--- src/sv/sacl_pkg.sv ---
// Shared types, constants and helper functions of the LRU cache tracker.
`timescale 1ns / 1ps
`default_nettype none

package sacl_pkg;

  // Geometry of the tag store.
  localparam int MAX_SET_BITS = 6;
  localparam int MAX_WAYS     = 8;
  localparam int ADDR_WIDTH   = 64;

  localparam int SET_W    = (MAX_SET_BITS > 0) ? MAX_SET_BITS : 1;
  localparam int NUM_SETS = 1 << MAX_SET_BITS;
  localparam int WAY_W    = (MAX_WAYS > 1) ? $clog2(MAX_WAYS) : 1;
  localparam int WAYS_W   = $clog2(MAX_WAYS + 1);
  localparam int LEAVES   = 1 << WAY_W;
  localparam int HALF     = LEAVES / 2;
  localparam int TREE_STEPS = WAY_W - 1;
  localparam int LVL_W    = WAY_W;
  localparam int TAG_W    = ADDR_WIDTH;
  localparam int STAMP_W  = 64;
  localparam int CNT_W    = 32;

  // Field widths fixed by the port list.
  localparam int CMD_W       = 2;
  localparam int ADDRESS_W   = 64;
  localparam int OUTCOME_W   = 2;
  localparam int SBITS_W     = 3;
  localparam int OFFS_W      = 5;
  localparam int WCFG_W      = 4;
  localparam int CFG_IDX_W   = 2;
  localparam int CFG_DATA_W  = 8;
  localparam int QUEUE_DEPTH = 2;
  localparam int QPTR_W      = 1;
  localparam int QCNT_W      = 2;

  // Access commands.
  localparam logic [CMD_W-1:0] CMD_LOAD   = 2'd0;
  localparam logic [CMD_W-1:0] CMD_STORE  = 2'd1;
  localparam logic [CMD_W-1:0] CMD_MODIFY = 2'd2;

  // Access outcomes.
  localparam logic [OUTCOME_W-1:0] OUT_HIT   = 2'd0;
  localparam logic [OUTCOME_W-1:0] OUT_FILL  = 2'd1;
  localparam logic [OUTCOME_W-1:0] OUT_EVICT = 2'd2;

  // Configuration register indexes.
  localparam logic [CFG_IDX_W-1:0] CFG_SET_BITS    = 2'd0;
  localparam logic [CFG_IDX_W-1:0] CFG_OFFSET_BITS = 2'd1;
  localparam logic [CFG_IDX_W-1:0] CFG_WAYS        = 2'd2;

  // Configuration values after reset.
  localparam logic [SBITS_W-1:0] RST_SET_BITS    = 3'd0;
  localparam logic [OFFS_W-1:0]  RST_OFFSET_BITS = 5'd4;
  localparam logic [WCFG_W-1:0]  RST_WAYS        = 4'd1;

  // A decoded access as it waits between the front and the back.
  typedef struct packed {
    logic [CMD_W-1:0]  cmd;
    logic [SET_W-1:0]  set;
    logic [TAG_W-1:0]  tag;
    logic [WAYS_W-1:0] ways;
  } acc_item_t;

  // One candidate of the LRU search.
  typedef struct packed {
    logic               en;
    logic [WAY_W-1:0]   way;
    logic [STAMP_W-1:0] stamp;
  } lru_cand_t;

  // Keeps the lower way unless the upper one is enabled and either strictly older or the lower one is disabled.
  function automatic lru_cand_t pick_older(input lru_cand_t lo, input lru_cand_t hi);
    lru_cand_t r;
    if (!hi.en || (lo.en && (lo.stamp <= hi.stamp))) begin
      r = lo;
    end else begin
      r = hi;
    end
    return r;
  endfunction

  // Index of the lowest set bit.
  function automatic logic [WAY_W-1:0] first_one(input logic [MAX_WAYS-1:0] vec);
    logic [WAY_W-1:0] idx;
    idx = '0;
    for (int w = MAX_WAYS - 1; w >= 0; w--) begin
      if (vec[w]) begin
        idx = WAY_W'(w);
      end
    end
    return idx;
  endfunction

  // Adds a small increment and holds at all ones.
  function automatic logic [CNT_W-1:0] sat_add(input logic [CNT_W-1:0] cnt,
                                               input logic [1:0] inc);
    logic [CNT_W:0] sum;
    sum = {1'b0, cnt} + {{(CNT_W - 1){1'b0}}, inc};
    return sum[CNT_W] ? {CNT_W{1'b1}} : sum[CNT_W-1:0];
  endfunction

endpackage

`default_nettype wire

--- src/sv/sacl_queue.sv ---
// Two-entry queue of decoded accesses between the front and the back.
`timescale 1ns / 1ps
`default_nettype none

module sacl_queue (
  input  wire                  clk,
  input  wire                  rst,
  input  wire                  push,
  input  sacl_pkg::acc_item_t  push_item,
  input  wire                  pop,
  output sacl_pkg::acc_item_t  head,
  output logic                 not_empty,
  output logic                 full
);

  sacl_pkg::acc_item_t slots [sacl_pkg::QUEUE_DEPTH];
  logic [sacl_pkg::QPTR_W-1:0] wr_ptr;
  logic [sacl_pkg::QPTR_W-1:0] rd_ptr;
  logic [sacl_pkg::QCNT_W-1:0] count;

  assign not_empty = (count != '0);
  assign full      = (count == sacl_pkg::QCNT_W'(sacl_pkg::QUEUE_DEPTH));
  assign head      = slots[rd_ptr];

  always_ff @(posedge clk) begin
    if (push) begin
      slots[wr_ptr] <= push_item;
    end
  end

  always_ff @(posedge clk) begin
    if (rst) begin
      wr_ptr <= '0;
      rd_ptr <= '0;
      count  <= '0;
    end else begin
      if (push) begin
        wr_ptr <= wr_ptr + 1'b1;
      end
      if (pop) begin
        rd_ptr <= rd_ptr + 1'b1;
      end
      case ({push, pop})
        2'b10:   count <= count + 1'b1;
        2'b01:   count <= count - 1'b1;
        default: ;
      endcase
    end
  end

endmodule

`default_nettype wire

--- config.mk ---
export PLATFORM = sky130hd
export DESIGN_NAME = sacl_queue
export DESIGN_NICKNAME = d
export VERILOG_FILES = /design/src/sv/sacl_pkg.sv /design/src/sv/sacl_queue.sv
export SDC_FILE = /design/constraint.sdc
export NUM_CORES = 1
export LEC_CHECK = 0
export BUFFER_PORTS_ARGS = -buffer_cell sky130_fd_sc_hd__buf_2
export CORE_MARGIN = 8
export CORE_UTILIZATION = 31
export CTS_BUF_LIST = sky130_fd_sc_hd__clkbuf_16
export DETAILED_ROUTE_END_ITERATION = 10
export PLACE_DENSITY = 0.51
export RECOVER_POWER = 50
export SLEW_MARGIN = 20
export SYNTH_ARGS = -nofsm -noshare
export SYNTH_HDL_FRONTEND = slang
export SYNTH_SLANG_ARGS = --single-unit
--- constraint.sdc ---
create_clock -name clk -period 6.7 [get_ports clk]
set_input_delay 1.005 -clock clk [delete_from_list [all_inputs] [get_ports clk]]
set_output_delay 1.005 -clock clk [all_outputs]
set_load 0.005 [all_outputs]
==> impl_results.md, run 1 <==
- Run status: complete, but fails checks
- Failing checks: max-capacitance violations, max-slew violations
- Reg2Reg Setup Slack: 3.93 ns
- RSZ-0062 raised after global routing: false
- Synthesized-area fraction occupied by adder cells: 0.220%
- Area after DPL: 6750 µm²
- CTS sink cnt: 157
- Largest net degree at the start of global routing: 77
- Fin crit period: 3.06 ns
- Grt ovf: 0
- Final std cells w/o fill: 670
- Vias in the first global route: 3305
- Commonest non-fill, non-tap cell in the layout: edfxtp_1
- Crit path arrival time: 3.15 ns
- Post-CTS resize count: 0
- Critical Path End Type: register
- DIE WIDTH: 151 µm
- DRT Pass-1 Iters: 4
- Cells after Synth: 258
- Max stage delay on crit path: 1.66 ns
- Post-synthesis mux area share: 15.1%
- Synth Area in XOR/XNOR: 0.617%
- Yosys top cell by area: edfxtp_1
- Critical path, cell by cell: clkbuf_1 > and2_0 > buf_16
- Main combinational cell family by area after synthesis: multiplexers
- WL/cell: 17.7 µm
- Total wire length: 11900 µm
- Synthesized flop and latch total: 157
- Setup CP Type: in -> reg
- Syn-to-layout area delta: 29.6%
- Post-synthesis cell type count: 16
- Fraction of layout cells with a size suffix above 1: 53.3%
- First-pass GRT wire length: 17700 µm
- Reg-to-Reg Start: wr_ptr
- Post-CTS Setup Inserts: 0
- Total global-route track usage: 10.4%
- Area share of and/or/nand/nor cells after synthesis: 0.815%
- # DRC: 0
- Synth warn: 0
- CTS tree: done
- CTS Hold Bufs: 0
- Num ports: 158
- Critical path buffer and inverter count: 2
- Mapped Avg Cell Area: 22.0 µm²
- Final Hold Fails: 0
- Die Area: 22900 µm²
- IO buf count: 157
- Vias: 2901
- Initial Utilization: 31.6%
- Slowest cell on crit path: and2_0
- Register area share after synthesis: 82.1%
- Class of the worst hold path: reg -> reg
- Worst reg2reg endpoint: slots[1][40]
- Reg clk slew, reported paths: 0.06 ns
- Synth Net Count: 339
- Max_cap viols: 1
- Clock Tree Buf Depth: 2
- Worst hold stages: 2
- Worst Hold Slack: 0.512 ns
- Synth area leaders: edfxtp_1, mux2_2, dfxtp_1, buf_4, xnor2_1
- Drt first-iter violations: 109
- CP startpoint kind: primary input
- Worst Reg-to-Reg Cells: 2
- Initial antenna violation count: 0
- Fmax: 326 MHz
- Post-synthesis compound-gate area fraction: 0.176%
- CP top delay family: simple AND/OR/NAND/NOR gates
- Core ar.: 18000 µm²
- Most frequent cells in the layout: edfxtp_1, buf_2, mux2_2
- Worst-skew pair later-pin latency: 0.41 ns
- Final HPWL DP: 7800 µm
- Top cell type's share of synthesized area: 80.4%
- Number of antenna diodes: 0
- P per Cell Area: 326 nW/µm²
- Slew Limit Fails: 30
- Nets: 510
- Post-Syn Area: 5680 µm²
- CP required: 6.79 ns
- Hold wc startpoint: rd_ptr
- DP Worst Slack: 3.65 ns
- Design area: 7360 µm²
- Site Rows: 49
- Final setup violation count: 0
- Fin worst setup slack: 3.64 ns
- Final TNS setup: 0 ns
- Final worst-path cycle share: 45.7%
- CTS Root Cell: clkbuf_16
- Clk_skew: 0.00617 ns
- Placed cell count: 638
- Total CTS buffers: 17
- Post-Route Utilization: 41.0%
- RePlAce Congestion: 0.665
- Vias/cell: 4.33
- Final Total Pwr: 2.40 mW
- Least-Margin Pin Slew: 2.24 ns
- Leak Pwr: 2.67 nW
- Crit Path Max Fanout: 47
- Post-DRT Antenna Nets: 0
- Max_slew headroom: -49.6%
- H-tree Lvls: 4
- Height of the die: 151 µm
- Worst vdd ir: 0.161 mV
==> synthesized netlist by cell type (all sizes together) <==
| cell type | count |
|---|---|
| xor2 | 1 |
| nor2 | 5 |
| dfxtp | 5 |
| a21oi | 1 |
| mux2 | 76 |
| ha | 1 |
| buf | 8 |
| edfxtp | 152 |
| o21ai | 1 |
| xnor2 | 3 |
| and2b | 1 |
| or3 | 1 |
| inv | 1 |
| or2 | 1 |
| and2 | 1 |
==> flip-flops by register name, indices dropped and copies added, names as in the netlist, named ones only <==
name / count
rd_ptr: 1
wr_ptr: 1
slots: 152
count: 2
==> worst max path at each step <==
| stage | startpoint | end | slack (ns) | cells after the start |
|---|---|---|---|---|
| final | push | slots[1][40] | 3.64 | 3 |
| after global routing | push | slots[1][47] | 3.39 | 3 |
| after CTS | register | head[74] | 3.52 | 2 |
| after detailed placement | push | slots[0][54] | 3.65 | 4 |
| after global placement | push | slots[0][25] | 3.69 | 4 |
| after floorplan | push | slots[0][0] | 1.94 | 2 |
==> layout make-up <==
cell class / count / area, µm²
inverter: 1 / 3.75
clock buffer: 17 / 425
clock inverter: 14 / 201
tap: 229 / 287
multi-input combinational: 92 / 967
timing repair buffer: 160 / 807
fill: 1669 / 10600
sequential: 157 / 4670
==> power by group <==
| part | internal (mW) | switching [mW] | leakage, nW |
|---|---|---|---|
| sequential | 1.15 | 0.0211 | 1.47 |
| clock | 0.654 | 0.365 | 0.313 |
| combinational | 0.108 | 0.102 | 0.891 |
==> kinds of logic (layout without fill, tap and decap cells) <==
logic type                 Yosys count  in the layout
adders and majority gates            1              1
and+or+nand+nor                      9              9
buffers and inverters                9            192
xor gates and xnor gates             4              4
AOI/OAI and AO/OA                    2              2
DFF                                157            157
muxes                               76             76
==> metal layers <==
layer	part of all wire, %	GRT usage [%]	up-vias
met3	9.7	4.84	12
met2	47	16.3	103
met1	42	12.4	1420
li1	-	-	1366
met4	1.1	3.41	0
met5	0	0	-
==> tightest hold or removal path, stage by stage, from the launching register on <==
cell     delay [ns]
dfxtp_1        0.33
xnor2_1        0.08
nor2_1         0.07
No activity file was read; power rests on OpenSTA's default activity.
==> run 2: changes to the inputs <==
- PLACE_DENSITY: 0.51 -> 0.53
- clock period: 6.7 -> 2.6 ns (I/O delays scaled with it)
==> impl_results.md, run 2 (same netlist as run 1, synthesis figures left out) <==
- IO buf count: 157 (unchanged)
- Worst-skew pair later-pin latency: 0.41 ns (about the same)
- RePlAce Congestion: 0.696 (+4.6%)
- Largest register FFs: 152 (unchanged)
- Slew Limit Fails: 0 (-100%)
- Setup CP Type: reg -> out
- Design area: 7270 µm² (-1.3%)
- Vias in the first global route: 3267 (-1.1%)
- CP startpoint kind: register
- Core ar.: 18000 µm² (unchanged)
- Largest regs: slots: 152 flops, count: 2 flops
- Total CTS buffers: 17 (unchanged)
- Post-CTS resize count: 0 (unchanged)
- Num ports: 158 (unchanged)
- Clk_skew: 0.00390 ns (-0.00226 ns)
- Max_cap viols: 0 (-1)
- # DRC: 0 (unchanged)
- CP required: 2.21 ns (-4.58 ns)
- Hold wc startpoint: push_item[13]
- Die Area: 22900 µm² (unchanged)
- Height of the die: 151 µm (unchanged)
- Vias: 2900 (-0.034%)
- Run status: finished, final reports clean
- Final worst-path cycle share: 86.0%
- Drt first-iter violations: 173 (+59%)
- Grt ovf: 0 (unchanged)
- Final HPWL DP: 7970 µm (+2.2%)
- P per Cell Area: 797 nW/µm² (+140%)
- CTS sink cnt: 157 (unchanged)
- Crit Path Max Fanout: 33 (-30%)
- CTS tree: done
- Final Hold Fails: 0 (unchanged)
- Crit path arrival time: 1.85 ns (-1.30 ns)
- Total wire length: 11700 µm (-1.1%)
- Least-Margin Pin Slew: 1.46 ns (-0.779 ns)
- CTS Hold Bufs: 0 (unchanged)
- DRT Pass-1 Iters: 4 (unchanged)
- First-pass GRT wire length: 17800 µm (+0.23%)
- RSZ-0062 raised after global routing: false
- Site Rows: 49 (unchanged)
- Max_slew headroom: 2.46% (+52 points)
- Reg clk slew, reported paths: 0.06 ns (about the same)
- DIE WIDTH: 151 µm (unchanged)
- Area after DPL: 6780 µm² (+0.52%)
- Class of the worst hold path: in -> reg
- Fin worst setup slack: 0.364 ns (-3.27 ns)
- Reg-to-Reg Start: wr_ptr
- Nets: 513 (+0.59%)
- Critical Path End Type: output pin
- Commonest non-fill, non-tap cell in the layout: edfxtp_1
- Largest net degree at the start of global routing: 39 (-49%)
- Total global-route track usage: 10.5% (+0.098 points)
- Final TNS setup: 0 ns (unchanged)
- H-tree Lvls: 4 (unchanged)
- Largest register by flop count: slots
- Fmax: 447 MHz
- Syn-to-layout area delta: 27.9%
- Worst vdd ir: 0.441 mV (+170%)
- Post-DRT Antenna Nets: 0 (unchanged)
- Most frequent cells in the layout: edfxtp_1, buf_2, mux2_2
- DP Worst Slack: 0.745 ns (-2.90 ns)
- Final setup violation count: 0 (unchanged)
- Post-CTS Setup Inserts: 0 (unchanged)
- Vias/cell: 4.30 (-0.77%)
- Fraction of layout cells with a size suffix above 1: 51.9% (-1.4 points)
- Fin crit period: 2.24 ns
- Leak Pwr: 2.62 nW (-2.1%)
- CTS Root Cell: clkbuf_16
- Initial Utilization: 31.6% (unchanged)
- WL/cell: 17.4 µm (-1.8%)
- Initial antenna violation count: 1 (+1)
- Clock Tree Buf Depth: 2 (unchanged)
run 2: per-stage QoR:
stage	std cells	hold WS [ns]	power, mW	utilization, %
3_5_place_dp	642	0.504	3.63	37.8
5_1_grt	674	0.137	6.05	40.4
3_3_place_gp	642	0.477	3.61	37.8
2_1_floorplan	258	0.456	3.33	-
4_1_cts	674	0.137	5.91	40.7
6_report	675	0.163	5.79	40.5
run 2: cell type report:
type	count	area [µm²]
fillers	1659	10700
flip-flops and latches	157	4670
multi-input cells	92	967
repair buffers	163	803
clock buffers	17	425
well taps	229	287
clock inverters	15	110
inverters	1	3.75
diodes	1	2.50
run 2: metal layers:
metal	GRT usage [%]	wire length (µm)	up-vias
met5	0	8	-
met4	5.10	159	2
met3	4.27	929	14
met2	16.8	5730	104
met1	12.0	4910	1409
li1	-	-	1371
run 2: critical path: stages, from the launching register on:
cell	delay (ns)
dfxtp_4	0.62
buf_12	0.27
mux2_2	0.38
buf_2	0.13
run 2: power breakdown:
group | internal (mW) | switching (mW)
combinational | 0.277 | 0.258
sequential | 2.95 | 0.0539
clock | 1.29 | 0.953
total | 4.52 | 1.27
run 2: worst paths after layout:
kind	endpoint	slack (ns)	cells past startpoint
worst max-delay path	head[42]	0.36	3
worst min register to register	register	0.51	2
worst max register to register	slots[1][33]	0.37	2
worst min-delay path	slots[0][13]	0.16	1
