===== config.mk =====
export PLATFORM = sky130hd
export DESIGN_NAME = sacl_front
export DESIGN_NICKNAME = d
export VERILOG_FILES = /design/src/sv/sacl_pkg.sv /design/src/sv/sacl_front.sv
export SDC_FILE = /design/constraint.sdc
export NUM_CORES = 1
export LEC_CHECK = 0
export BUFFER_PORTS_ARGS = -buffer_cell sky130_fd_sc_hd__buf_2
export CAP_MARGIN = 20
export CELL_PAD_IN_SITES_DETAIL_PLACEMENT = 1
export CELL_PAD_IN_SITES_GLOBAL_PLACEMENT = 2
export CORE_MARGIN = 10
export CORE_UTILIZATION = 37
export CTS_BUF_LIST = sky130_fd_sc_hd__clkbuf_2
export CTS_CLUSTER_DIAMETER = 30
export DETAILED_ROUTE_END_ITERATION = 10
export PLACE_DENSITY = 0.88
export SLEW_MARGIN = 40
export SYNTH_ARGS = -nofsm -noshare
export SYNTH_HDL_FRONTEND = slang
export SYNTH_SLANG_ARGS = --single-unit

===== constraint.sdc =====
create_clock -name clk -period 5.2 [get_ports clk]
set_input_delay 0.52 -clock clk [delete_from_list [all_inputs] [get_ports clk]]
set_output_delay 0.52 -clock clk [all_outputs]
set_load 0.02 [all_outputs]

===== src/sv/sacl_pkg.sv =====
// Shared types, constants and helper functions of the LRU cache tracker.
`timescale 1ns / 1ps
`default_nettype none

package sacl_pkg;

  // Geometry of the tag store.
  localparam int MAX_SET_BITS = 6;
  localparam int MAX_WAYS     = 8;
  localparam int ADDR_WIDTH   = 64;

  localparam int SET_W    = (MAX_SET_BITS > 0) ? MAX_SET_BITS : 1;
  localparam int NUM_SETS = 1 << MAX_SET_BITS;
  localparam int WAY_W    = (MAX_WAYS > 1) ? $clog2(MAX_WAYS) : 1;
  localparam int WAYS_W   = $clog2(MAX_WAYS + 1);
  localparam int LEAVES   = 1 << WAY_W;
  localparam int HALF     = LEAVES / 2;
  localparam int TREE_STEPS = WAY_W - 1;
  localparam int LVL_W    = WAY_W;
  localparam int TAG_W    = ADDR_WIDTH;
  localparam int STAMP_W  = 64;
  localparam int CNT_W    = 32;

  // Field widths fixed by the port list.
  localparam int CMD_W       = 2;
  localparam int ADDRESS_W   = 64;
  localparam int OUTCOME_W   = 2;
  localparam int SBITS_W     = 3;
  localparam int OFFS_W      = 5;
  localparam int WCFG_W      = 4;
  localparam int CFG_IDX_W   = 2;
  localparam int CFG_DATA_W  = 8;
  localparam int QUEUE_DEPTH = 2;
  localparam int QPTR_W      = 1;
  localparam int QCNT_W      = 2;

  // Access commands.
  localparam logic [CMD_W-1:0] CMD_LOAD   = 2'd0;
  localparam logic [CMD_W-1:0] CMD_STORE  = 2'd1;
  localparam logic [CMD_W-1:0] CMD_MODIFY = 2'd2;

  // Access outcomes.
  localparam logic [OUTCOME_W-1:0] OUT_HIT   = 2'd0;
  localparam logic [OUTCOME_W-1:0] OUT_FILL  = 2'd1;
  localparam logic [OUTCOME_W-1:0] OUT_EVICT = 2'd2;

  // Configuration register indexes.
  localparam logic [CFG_IDX_W-1:0] CFG_SET_BITS    = 2'd0;
  localparam logic [CFG_IDX_W-1:0] CFG_OFFSET_BITS = 2'd1;
  localparam logic [CFG_IDX_W-1:0] CFG_WAYS        = 2'd2;

  // Configuration values after reset.
  localparam logic [SBITS_W-1:0] RST_SET_BITS    = 3'd0;
  localparam logic [OFFS_W-1:0]  RST_OFFSET_BITS = 5'd4;
  localparam logic [WCFG_W-1:0]  RST_WAYS        = 4'd1;

  // A decoded access as it waits between the front and the back.
  typedef struct packed {
    logic [CMD_W-1:0]  cmd;
    logic [SET_W-1:0]  set;
    logic [TAG_W-1:0]  tag;
    logic [WAYS_W-1:0] ways;
  } acc_item_t;

  // One candidate of the LRU search.
  typedef struct packed {
    logic               en;
    logic [WAY_W-1:0]   way;
    logic [STAMP_W-1:0] stamp;
  } lru_cand_t;

  // Keeps the lower way unless the upper one is enabled and either strictly older or the lower one is disabled.
  function automatic lru_cand_t pick_older(input lru_cand_t lo, input lru_cand_t hi);
    lru_cand_t r;
    if (!hi.en || (lo.en && (lo.stamp <= hi.stamp))) begin
      r = lo;
    end else begin
      r = hi;
    end
    return r;
  endfunction

  // Index of the lowest set bit.
  function automatic logic [WAY_W-1:0] first_one(input logic [MAX_WAYS-1:0] vec);
    logic [WAY_W-1:0] idx;
    idx = '0;
    for (int w = MAX_WAYS - 1; w >= 0; w--) begin
      if (vec[w]) begin
        idx = WAY_W'(w);
      end
    end
    return idx;
  endfunction

  // Adds a small increment and holds at all ones.
  function automatic logic [CNT_W-1:0] sat_add(input logic [CNT_W-1:0] cnt,
                                               input logic [1:0] inc);
    logic [CNT_W:0] sum;
    sum = {1'b0, cnt} + {{(CNT_W - 1){1'b0}}, inc};
    return sum[CNT_W] ? {CNT_W{1'b1}} : sum[CNT_W-1:0];
  endfunction

endpackage

`default_nettype wire


===== src/sv/sacl_front.sv =====
// Front end: configuration registers and decoding of an access into set and tag.
`timescale 1ns / 1ps
`default_nettype none

module sacl_front (
  input  wire                                clk,
  input  wire                                rst,
  input  wire                                cfg_valid,
  output logic                               cfg_ready,
  input  wire  [sacl_pkg::CFG_IDX_W-1:0]     cfg_index,
  input  wire  [sacl_pkg::CFG_DATA_W-1:0]    cfg_data,
  input  wire  [sacl_pkg::CMD_W-1:0]         command,
  input  wire  [sacl_pkg::ADDRESS_W-1:0]     address,
  output sacl_pkg::acc_item_t                item
);

  logic [sacl_pkg::SBITS_W-1:0] set_bits;
  logic [sacl_pkg::OFFS_W-1:0]  offset_bits;
  logic [sacl_pkg::WCFG_W-1:0]  ways_cfg;

  logic [sacl_pkg::SBITS_W-1:0]  sbits_eff;
  logic [sacl_pkg::SET_W-1:0]    set_mask;
  logic [sacl_pkg::TAG_W-1:0]    addr_m;
  logic [sacl_pkg::TAG_W-1:0]    shifted;
  logic [sacl_pkg::WAYS_W-1:0]   ways_eff;

  assign cfg_ready = 1'b1;

  always_ff @(posedge clk) begin
    if (rst) begin
      set_bits    <= sacl_pkg::RST_SET_BITS;
      offset_bits <= sacl_pkg::RST_OFFSET_BITS;
      ways_cfg    <= sacl_pkg::RST_WAYS;
    end else if (cfg_valid) begin
      case (cfg_index)
        sacl_pkg::CFG_SET_BITS:    set_bits    <= cfg_data[sacl_pkg::SBITS_W-1:0];
        sacl_pkg::CFG_OFFSET_BITS: offset_bits <= cfg_data[sacl_pkg::OFFS_W-1:0];
        sacl_pkg::CFG_WAYS:        ways_cfg    <= cfg_data[sacl_pkg::WCFG_W-1:0];
        default: ;
      endcase
    end
  end

  always_comb begin
    if (int'(set_bits) > sacl_pkg::MAX_SET_BITS) begin
      sbits_eff = sacl_pkg::SBITS_W'(sacl_pkg::MAX_SET_BITS);
    end else begin
      sbits_eff = set_bits;
    end

    if (ways_cfg == '0) begin
      ways_eff = sacl_pkg::WAYS_W'(1);
    end else if (int'(ways_cfg) > sacl_pkg::MAX_WAYS) begin
      ways_eff = sacl_pkg::WAYS_W'(sacl_pkg::MAX_WAYS);
    end else begin
      ways_eff = sacl_pkg::WAYS_W'(ways_cfg);
    end

    addr_m   = sacl_pkg::TAG_W'(address[sacl_pkg::ADDR_WIDTH-1:0]);
    shifted  = addr_m >> offset_bits;
    set_mask = ~({sacl_pkg::SET_W{1'b1}} << sbits_eff);

    item.cmd  = command;
    item.set  = shifted[sacl_pkg::SET_W-1:0] & set_mask;
    item.tag  = shifted >> sbits_eff;
    item.ways = ways_eff;
  end

endmodule

`default_nettype wire


==> results.json, run 1 <==
{
  "cts.sinks": 12,
  "cts_made_buffers": 3,
  "io_pins": 156,
  "netlist_top_cells_count": "114 x mux2i_1, 94 x nand2_1, 94 x nor2_1",
  "cap_violations": 0,
  "p_leak_nw": 3.38,
  "grt_max_degree": 65,
  "pwr-share-comb": 0.871,
  "worst_path_largest_cell_delay_ns": 0.63,
  "antenna_found_initial": 0,
  "post-cts-setup-buffers": 0,
  "via_per_inst": 6.98,
  "final_cell_area_um2": 8650,
  "internal-power_mw": 0.519,
  "setup_viol": 0,
  "antenna_left": 0,
  "ys_seq_elements": 12,
  "htreeDepth": 1,
  "place.port_buffers": 147,
  "synth_ff_type": "dfxtp_1",
  "critPathCaptureType": "output pin",
  "nFillCells": 2627,
  "drive_gt1_frac": 0.302,
  "die-area_um2": 27300,
  "syn_inst": 962,
  "insertion_delay_ns": 0.27,
  "crit_type": "reg2out",
  "yosysSeqAreaShare": 0.0307,
  "fin_nets": 1117,
  "cts.clk_slew.worst_paths_ns": 0.12,
  "status": "complete, no violations",
  "grt_pass1_wl_mm": 55.8,
  "yosysMostFrequentCell": "mux2i_1",
  "syn_area_per_cell_um2": 8.13,
  "r2r_start": "set_bits[2]",
  "grt_use_total": 0.259,
  "finalMaxSlewViolations": 0,
  "required_ns": 4.68,
  "synth.area.top_cells": "mux4_2 23%, mux2i_1 15%, mux2_2 4.9%",
  "path_cells": "buf_12, buf_4, mux4_1, mux2i_1, mux2i_1, a22o_1, mux2_2, a21oi_1, a21oi_1, buf_2",
  "clock_power_share": 0.041,
  "synthArstFlopShare": 0,
  "rsz0062_at_grt": "no",
  "num_vias": 9162,
  "cp_data_arrival_time_ns": 4.08,
  "fin_tns_setup_ns": 0,
  "cp-start-kind": "register",
  "hold_viol_final": 0,
  "drc": 0,
  "cts_buffer_depth": 2,
  "rows": 53,
  "drt-wirelength-per-cell_um": 28.6,
  "crit_path_start": "offset_bits[1]",
  "finClkSkew_ns": 0,
  "cts_resized": 0,
  "firstDrtPassIters": 5,
  "yosysUniqueCellTypes": 65,
  "placed_area_um2": 8590,
  "crit_slowest_cell": "mux2i_1",
  "die_h_um": 165,
  "final.period_utilization": 0.884,
  "start_util": 0.374,
  "core-area_um2": 20900,
  "overflow": 0,
  "cp_max_fo": 35,
  "synth.largest_area_cell": "mux4_2",
  "crit_buf_inv": 3,
  "cellPowerDensity_nw_per_um2": 147,
  "switching_share": 0.591,
  "synth_edf_count": 0,
  "holdBufCountCts": 0,
  "drt_wl_total_mm": 37.5,
  "clockRootBuffer": "clkbuf_2",
  "worstHoldStart": "cfg_data[4]",
  "area_growth_pct": 10.7,
  "diodes": 0,
  "synth.cell_area_um2": 7820,
  "synth_top_area_share": 0.233,
  "power_frac_seq": 0.088,
  "p_switching_mw": 0.751,
  "period_minus_slack_ns": 4.60,
  "mappedNetlistNets": 1041,
  "ir_drop_mv": 0.0549,
  "tightest_slew_ns": 0.801,
  "gp_congestion": 0.998,
  "hold_class": "in2reg",
  "fp.dieW_um": 165,
  "synth_warnings": 0,
  "path_delay_family": "multiplexers",
  "cts_tree": "built",
  "slew_headroom": 0.451,
  "first_iter_violations": 1032,
  "clock.fmax_mhz": 218,
  "grt_pass1_vias": 8766,
  "place_hpwl_mm": 29.5
}
==> final cells by class <==
| class | count | area (µm²) | share of cell area |
|---|---|---|---|
| Multi-Input combinational cell | 836 | 7020 | 0.812 |
| Timing Repair Buffer | 172 | 961 | 0.111 |
| Tap cell | 275 | 344 | 0.0398 |
| Sequential cell | 12 | 255 | 0.0295 |
| Inverter | 13 | 48.8 | 0.00564 |
| Clock buffer | 4 | 20.0 | 0.00231 |
==> metal layers <==
metal / GRT usage / part of all wire / up-vias
li1: - / - / 3999
met1: 0.385 / 0.44 / 4539
met2: 0.376 / 0.42 / 574
met3: 0.0511 / 0.11 / 50
met4: 0.0587 / 0.026 / 0
met5: 0 / 0 / -
==> power by group through the flow <==
stage          registers, mW  clock network, mW  logic [mW]
6_report               0.112             0.0518        1.11
3_5_place_dp           0.121                  0        1.07
5_1_grt                0.113             0.0595        1.17
2_1_floorplan         0.0985                  0       0.712
3_3_place_gp           0.120                  0        1.05
4_1_cts                0.118             0.0533        1.07
==> flip-flops by register name, indices dropped and copies added (netlist names) <==
signal	count
offset_bits	5
set_bits	3
ways_cfg	4
==> placed cells by master (no fill, tap or decap), types with 6 or more instances in the layout <==
master / netlist / routed
nand2b_1: 7 / 7
nor2b_1: 11 / 10
mux2_2: 34 / 34
buf_4: 13 / 22
or2_2: 6 / 6
o211ai_1: 16 / 16
buf_2: 19 / 147
a211oi_1: 16 / 16
o21ai_0: 52 / 52
a31oi_1: 10 / 10
a211o_1: 8 / 8
mux2i_1: 114 / 113
inv_1: 9 / 9
a32oi_1: 6 / 6
o221ai_1: 7 / 7
nand2_1: 94 / 94
a221o_1: 9 / 9
mux4_1: 9 / 9
o2bb2ai_1: 6 / 6
a22oi_1: 27 / 27
o22ai_1: 44 / 44
dfxtp_1: 12 / 6
nor3_1: 12 / 12
o22a_1: 7 / 7
a22o_1: 12 / 12
nor2_1: 94 / 94
mux4_2: 81 / 81
nand3_1: 24 / 24
a21oi_1: 59 / 59
and2_1: 10 / 10
==> worst reg2reg max path: stages, from the launching register on <==
cell and delay (ns):
dfxtp_2 0.80, clkinv_1 0.44, buf_4 0.36, nor2_1 0.16, a21oi_1 0.05, nor2_1 0.11
==> stage by stage <==
step                std cells  total power [mW]  hold slack [ns]  utilization  setup slack [ns]
finish                   1312              1.27            0.489        0.414             0.604
global route             1312              1.35            0.464        0.414             0.443
CTS                      1310              1.24            0.485        0.412             0.536
detailed placement       1306              1.19            0.518        0.411             0.864
global placement         1306              1.17            0.482        0.411             0.912
floorplan                 962             0.811            0.436            -              1.96
==> worst paths after layout <==
| check | end | slack [ns] | depth (start not counted) |
|---|---|---|---|
| hold / removal | offset_bits[4] | 0.49 | 3 |
| setup reg to reg | set_bits[2] | 3.22 | 5 |
| setup / recovery | item[35] | 0.60 | 10 |
| hold reg to reg | ways_cfg[0] | 0.53 | 1 |
==> cell families after synthesis <==
group	synth area share
DFF	0.0307
other	0.000480
AOI/OAI and AO/OA	0.275
buffers and inverters	0.0731
and+or+nand+nor	0.160
muxes	0.460
(Power assumes the default switching activity.)
==> run 2, diff against run 1 <==
==> constraint.sdc (replaced) <==
create_clock -name clk -period 5.2 [get_ports clk]
set_input_delay 1.04 -clock clk [delete_from_list [all_inputs] [get_ports clk]]
set_output_delay 1.04 -clock clk [all_outputs]
set_load 0.02 [all_outputs]
==> run 2 against run 1 <==
Net effect: sequential share of layout area about the same; global-route usage increased by 0.18 points; power rose by 1.4%; clock power decreased by 3%; design area is 1.6% higher; combinational power about the same; setup slack worse by 0.35 ns; flip-flop and latch count unchanged; largest cell class unchanged; first-iteration DRC count grew 0.29%.
==> results.json, run 2 (synthesized netlist as in run 1, its figures left out) <==
{
  "final.period_utilization": 0.952,
  "critPathCaptureType": "output pin",
  "cp_data_arrival_time_ns": 3.91,
  "fin_tns_setup_ns": 0,
  "tightest_slew_ns": 0.769,
  "top_register": "offset_bits",
  "cts_resized": 0,
  "cts_buffer_depth": 2,
  "period_minus_slack_ns": 4.95,
  "largest_reg_flops": 5,
  "io_pins": 156,
  "fp.dieW_um": 165,
  "cellPowerDensity_nw_per_um2": 146,
  "start_util": 0.374,
  "num_vias": 9240,
  "drc": 0,
  "grt_pass1_vias": 8847,
  "finalMaxSlewViolations": 0,
  "setup_slack_ns": 0.249,
  "area_growth_pct": 12.5,
  "rr_endpoint": "set_bits[2]",
  "slew_headroom": 0.488,
  "path_cells": "mux4_2, mux2i_1, o21ai_1, a222oi_1, buf_4, o22ai_1, or4_1, buf_2",
  "place.port_buffers": 147,
  "grt_use_total": 0.261,
  "required_ns": 4.16,
  "reg_top3": "offset_bits x5, ways_cfg x4, set_bits x3",
  "grt_pass1_wl_mm": 56.1,
  "cts_made_buffers": 3,
  "layout_common_cells": "147 x buf_2, 114 x mux2i_1, 94 x nor2_1, 94 x nand2_1, 81 x mux4_2",
  "core-area_um2": 20900,
  "place_hpwl_mm": 30.4,
  "min_to": "ways_cfg[1]",
  "die_h_um": 165,
  "clockRootBuffer": "clkbuf_2",
  "rsz0062_at_grt": "no",
  "cts.clk_slew.worst_paths_ns": 0.11,
  "p_leak_nw": 3.48,
  "fin_nets": 1138,
  "nFillCells": 2608,
  "crit_type": "reg2out",
  "multi_input_area_um2": 7020,
  "crit_slowest_cell": "dfxtp_4",
  "worstHoldStart": "ways_cfg[1]",
  "cts_tree": "built",
  "die-area_um2": 27300,
  "drive_gt1_frac": 0.314,
  "antenna_left": 0,
  "cp-start-kind": "register",
  "insertion_delay_ns": 0.29,
  "holdBufCountCts": 0,
  "via_per_inst": 6.93,
  "total_power_mw": 1.29,
  "rr_worst_depth": 5,
  "hold_class": "reg2reg",
  "hold-path-cell-count": 2,
  "antenna_found_initial": 0,
  "crit_path_start": "offset_bits[1]",
  "layout_commonest_cell": "buf_2",
  "seq_area_um2": 255,
  "ir_drop_mv": 0.0518,
  "htreeDepth": 1,
  "worst_path_largest_cell_delay_ns": 0.82,
  "cts.sinks": 12,
  "drt_wl_total_mm": 37.8,
  "gp_congestion": 0.996,
  "cap_violations": 0,
  "r2r_start": "set_bits[2]",
  "rows": 53,
  "post-cts-setup-buffers": 0,
  "cp_max_fo": 46,
  "dp_slack_ns": 0.396,
  "setup_viol": 0,
  "finClkSkew_ns": 0,
  "diodes": 0,
  "grt_max_degree": 54,
  "worst-r2r-setup-slack_ns": 3.28,
  "hold_viol_final": 0,
  "overflow": 0,
  "firstDrtPassIters": 5,
  "drt-wirelength-per-cell_um": 28.3,
  "status": "complete, no violations",
  "clock.fmax_mhz": 202,
  "first_iter_violations": 1035
}
-- run 2: cell types whose count changed in the layout (fill, tap and decap cells not counted), sizes merged --
cell / before / now
buf: 172 / 193
clkinv: 2 / 3
clkbuf: 4 / 3
-- run 2: critical path: cells and delay by family, from the launching register on --
| kind | cells | cell delay (ns) |
|---|---|---|
| multiplexers | 2 | 1.08 |
| AND/OR/NAND/NOR | 1 | 0.56 |
| AO/OA/AOI/OAI | 3 | 0.74 |
| flip-flops | 1 | 0.82 |
| buffers and inverters | 2 | 0.40 |
-- run 2: how the worst max path moves through the flow --
stage | slack, ns | to | cells past startpoint
6_report | 0.25 | item[5] | 8
5_1_grt | 0.09 | item[5] | 9
4_1_cts | 0.28 | item[5] | 9
3_5_place_dp | 0.40 | item[5] | 9
3_3_place_gp | 0.41 | item[5] | 9
2_1_floorplan | 1.11 | item[5] | 5
-- run 2: stage by stage --
stage	hold WS, ns	std cells	area (µm²)	utilization
after floorplan	0.436	962	7820	-
after global placement	0.485	1329	8770	0.420
after detailed placement	0.514	1329	8770	0.420
after CTS	0.554	1333	8790	0.421
after global routing	0.585	1333	8790	0.421
final	0.553	1333	8790	0.421
-- run 2: area by class of cell --
type / instances / area share
clock inverter: 1 / 0.000427
clock buffer: 3 / 0.00171
inverter: 13 / 0.00555
tap: 275 / 0.0391
multi-input combinational: 836 / 0.798
sequential: 12 / 0.0290
timing repair buffer: 193 / 0.126
-- run 2: power breakdown --
group / leakage (nW) / internal [mW] / switching (mW)
Sequential: 0.100 / 0.0944 / 0.0233
Combinational: 3.37 / 0.417 / 0.702
Clock: 0.0140 / 0.0167 / 0.0338
-- run 2: per-layer routing --
metal / routed length, µm / track usage / vias up
met3: 3950 / 0.0431 / 63
met2: 16200 / 0.386 / 584
li1: - / - / 4031
met4: 958 / 0.0599 / 0
met1: 16700 / 0.386 / 4562
met5: 0 / 0 / -
==> run 3, diff against run 2 <==
--- a/config.mk
+++ b/config.mk
@@ -5,15 +5,15 @@
 export SDC_FILE = /design/constraint.sdc
 export NUM_CORES = 1
 export LEC_CHECK = 0
-export BUFFER_PORTS_ARGS = -buffer_cell sky130_fd_sc_hd__buf_2
 export CAP_MARGIN = 20
 export CELL_PAD_IN_SITES_DETAIL_PLACEMENT = 1
 export CELL_PAD_IN_SITES_GLOBAL_PLACEMENT = 2
-export CORE_MARGIN = 10
-export CORE_UTILIZATION = 37
+export CORE_MARGIN = 2
+export CORE_UTILIZATION = 43
 export CTS_BUF_LIST = sky130_fd_sc_hd__clkbuf_2
 export CTS_CLUSTER_DIAMETER = 30
 export DETAILED_ROUTE_END_ITERATION = 10
+export DONT_BUFFER_PORTS = 1
 export PLACE_DENSITY = 0.88
 export SLEW_MARGIN = 40
 export SYNTH_ARGS = -nofsm -noshare
==> run 3 against run 2 <==
Net effect: clock skew did not move; register-to-register slack improved by 0.05 ns; power fell by 5.7%; sequential share of layout area rose by 0.19 points; clock-buffer cell count did not move; non-clock buffer count fell by 113; critical path type unchanged; largest cell class unchanged.
==> results.json, run 3 (synthesized netlist as in run 1, its figures left out) <==
{
  "slew_headroom": 0.425,
  "place_hpwl_mm": 27.7,
  "tightest_slew_ns": 0.859,
  "cp_max_fo": 47,
  "cts_tree": "built",
  "dp_slack_ns": 0.593,
  "path_delay_family": "compound AO/OA/AOI/OAI gates",
  "grt_use_total": 0.349,
  "insertion_delay_ns": 0.29,
  "finalMaxSlewViolations": 0,
  "worst-r2r-setup-slack_ns": 3.33,
  "start_util": 0.437,
  "cp_data_arrival_time_ns": 3.96,
  "antenna_left": 0,
  "required_ns": 4.16,
  "crit_type": "reg2out",
  "worstHoldStart": "ways_cfg[0]",
  "nFillCells": 2168,
  "cap_violations": 0,
  "core-area_um2": 17900,
  "ir_drop_mv": 0.0906,
  "hold-path-cell-count": 1,
  "clock.fmax_mhz": 200,
  "r2r_start": "offset_bits[2]",
  "holdBufCountCts": 0,
  "top_register": "offset_bits",
  "cts_made_buffers": 3,
  "final.period_utilization": 0.961,
  "grt_pass1_wl_mm": 53.5,
  "fin_util": 0.461,
  "crit_slowest_cell": "dfxtp_4",
  "grt_pass1_vias": 8690,
  "rr_worst_depth": 5,
  "finClkSkew_ns": 0,
  "firstDrtPassIters": 6,
  "rows": 49,
  "overflow": 0,
  "largest_reg_flops": 5,
  "rr_endpoint": "offset_bits[2]",
  "crit_buf_inv": 1,
  "layout_common_cells": "114 x mux2i_1, 94 x nor2_1, 94 x nand2_1",
  "setup_viol": 0,
  "drt_wl_total_mm": 35.3,
  "cts_resized": 0,
  "fin_tns_setup_ns": 0,
  "critPathCaptureType": "output pin",
  "antenna_found_initial": 0,
  "grt_max_degree": 60,
  "hold_viol_final": 0,
  "drive_gt1_frac": 0.231,
  "hold_class": "reg2reg",
  "diodes": 0,
  "min_to": "ways_cfg[0]",
  "worst_path_largest_cell_delay_ns": 0.81,
  "io_pins": 156,
  "htreeDepth": 1,
  "cellPowerDensity_nw_per_um2": 147,
  "cts.clk_slew.worst_paths_ns": 0.13,
  "final_cell_area_um2": 8250,
  "hold_ws_ns": 0.504,
  "seq_area_um2": 255,
  "num_vias": 8985,
  "drt-wirelength-per-cell_um": 30.0,
  "reg_top3": "offset_bits x5, ways_cfg x4, set_bits x3",
  "setup_slack_ns": 0.202,
  "path_cells": "buf_4, mux4_2, mux2_4, a222oi_1, o22ai_1, or4_1",
  "period_minus_slack_ns": 5.00,
  "via_per_inst": 7.65,
  "cts.sinks": 12,
  "die_h_um": 139,
  "placed_area_um2": 8230,
  "first_iter_violations": 1214,
  "place.port_buffers": 0,
  "multi_input_area_um2": 7020,
  "clockRootBuffer": "clkbuf_2",
  "cp-start-kind": "register",
  "cts_buffer_depth": 2,
  "fin_nets": 1025,
  "die-area_um2": 19300,
  "p_leak_nw": 3.04,
  "area_growth_pct": 5.55,
  "layout_commonest_cell": "mux2i_1",
  "gp_congestion": 1.02,
  "post-cts-setup-buffers": 0,
  "status": "complete, no violations",
  "rsz0062_at_grt": "no",
  "fp.dieW_um": 139,
  "drc": 0
}
-- run 3: report_power, final --
part / internal [mW] / total (mW) / switching [mW]
Combinational: 0.408 / 1.05 / 0.641
Clock: 0.0167 / 0.0516 / 0.0349
Sequential: 0.0944 / 0.114 / 0.0192
-- run 3: metal layers --
layer | part of all wire | global-route usage
met1 | 0.42 | 0.509
met2 | 0.43 | 0.523
met3 | 0.11 | 0.0656
met4 | 0.039 | 0.115
met5 | 0 | 0
-- run 3: worst max path at each step --
stage | from | to | slack (ns) | depth (start not counted)
6_report | offset_bits[1] | item[5] | 0.20 | 6
5_1_grt | offset_bits[0] | item[35] | 0.08 | 10
4_1_cts | offset_bits[1] | item[24] | 0.25 | 9
3_5_place_dp | address[32] | item[24] | 0.59 | 8
3_3_place_gp | address[32] | item[26] | 0.66 | 8
2_1_floorplan | address[26] | item[5] | 1.11 | 5
-- run 3: through the flow --
stage,instances,total power [mW]
6_report,1174,1.21
5_1_grt,1174,1.27
4_1_cts,1174,1.18
3_5_place_dp,1170,1.13
3_3_place_gp,1170,1.11
2_1_floorplan,962,0.811
-- run 3: layout make-up --
class | count | share of cell area
clock buffers | 3 | 0.00182
clock inverters | 1 | 0.000455
inverters | 13 | 0.00591
multi-input cells | 836 | 0.850
flip-flops and latches | 12 | 0.0309
well taps | 229 | 0.0347
repair buffers | 80 | 0.0758
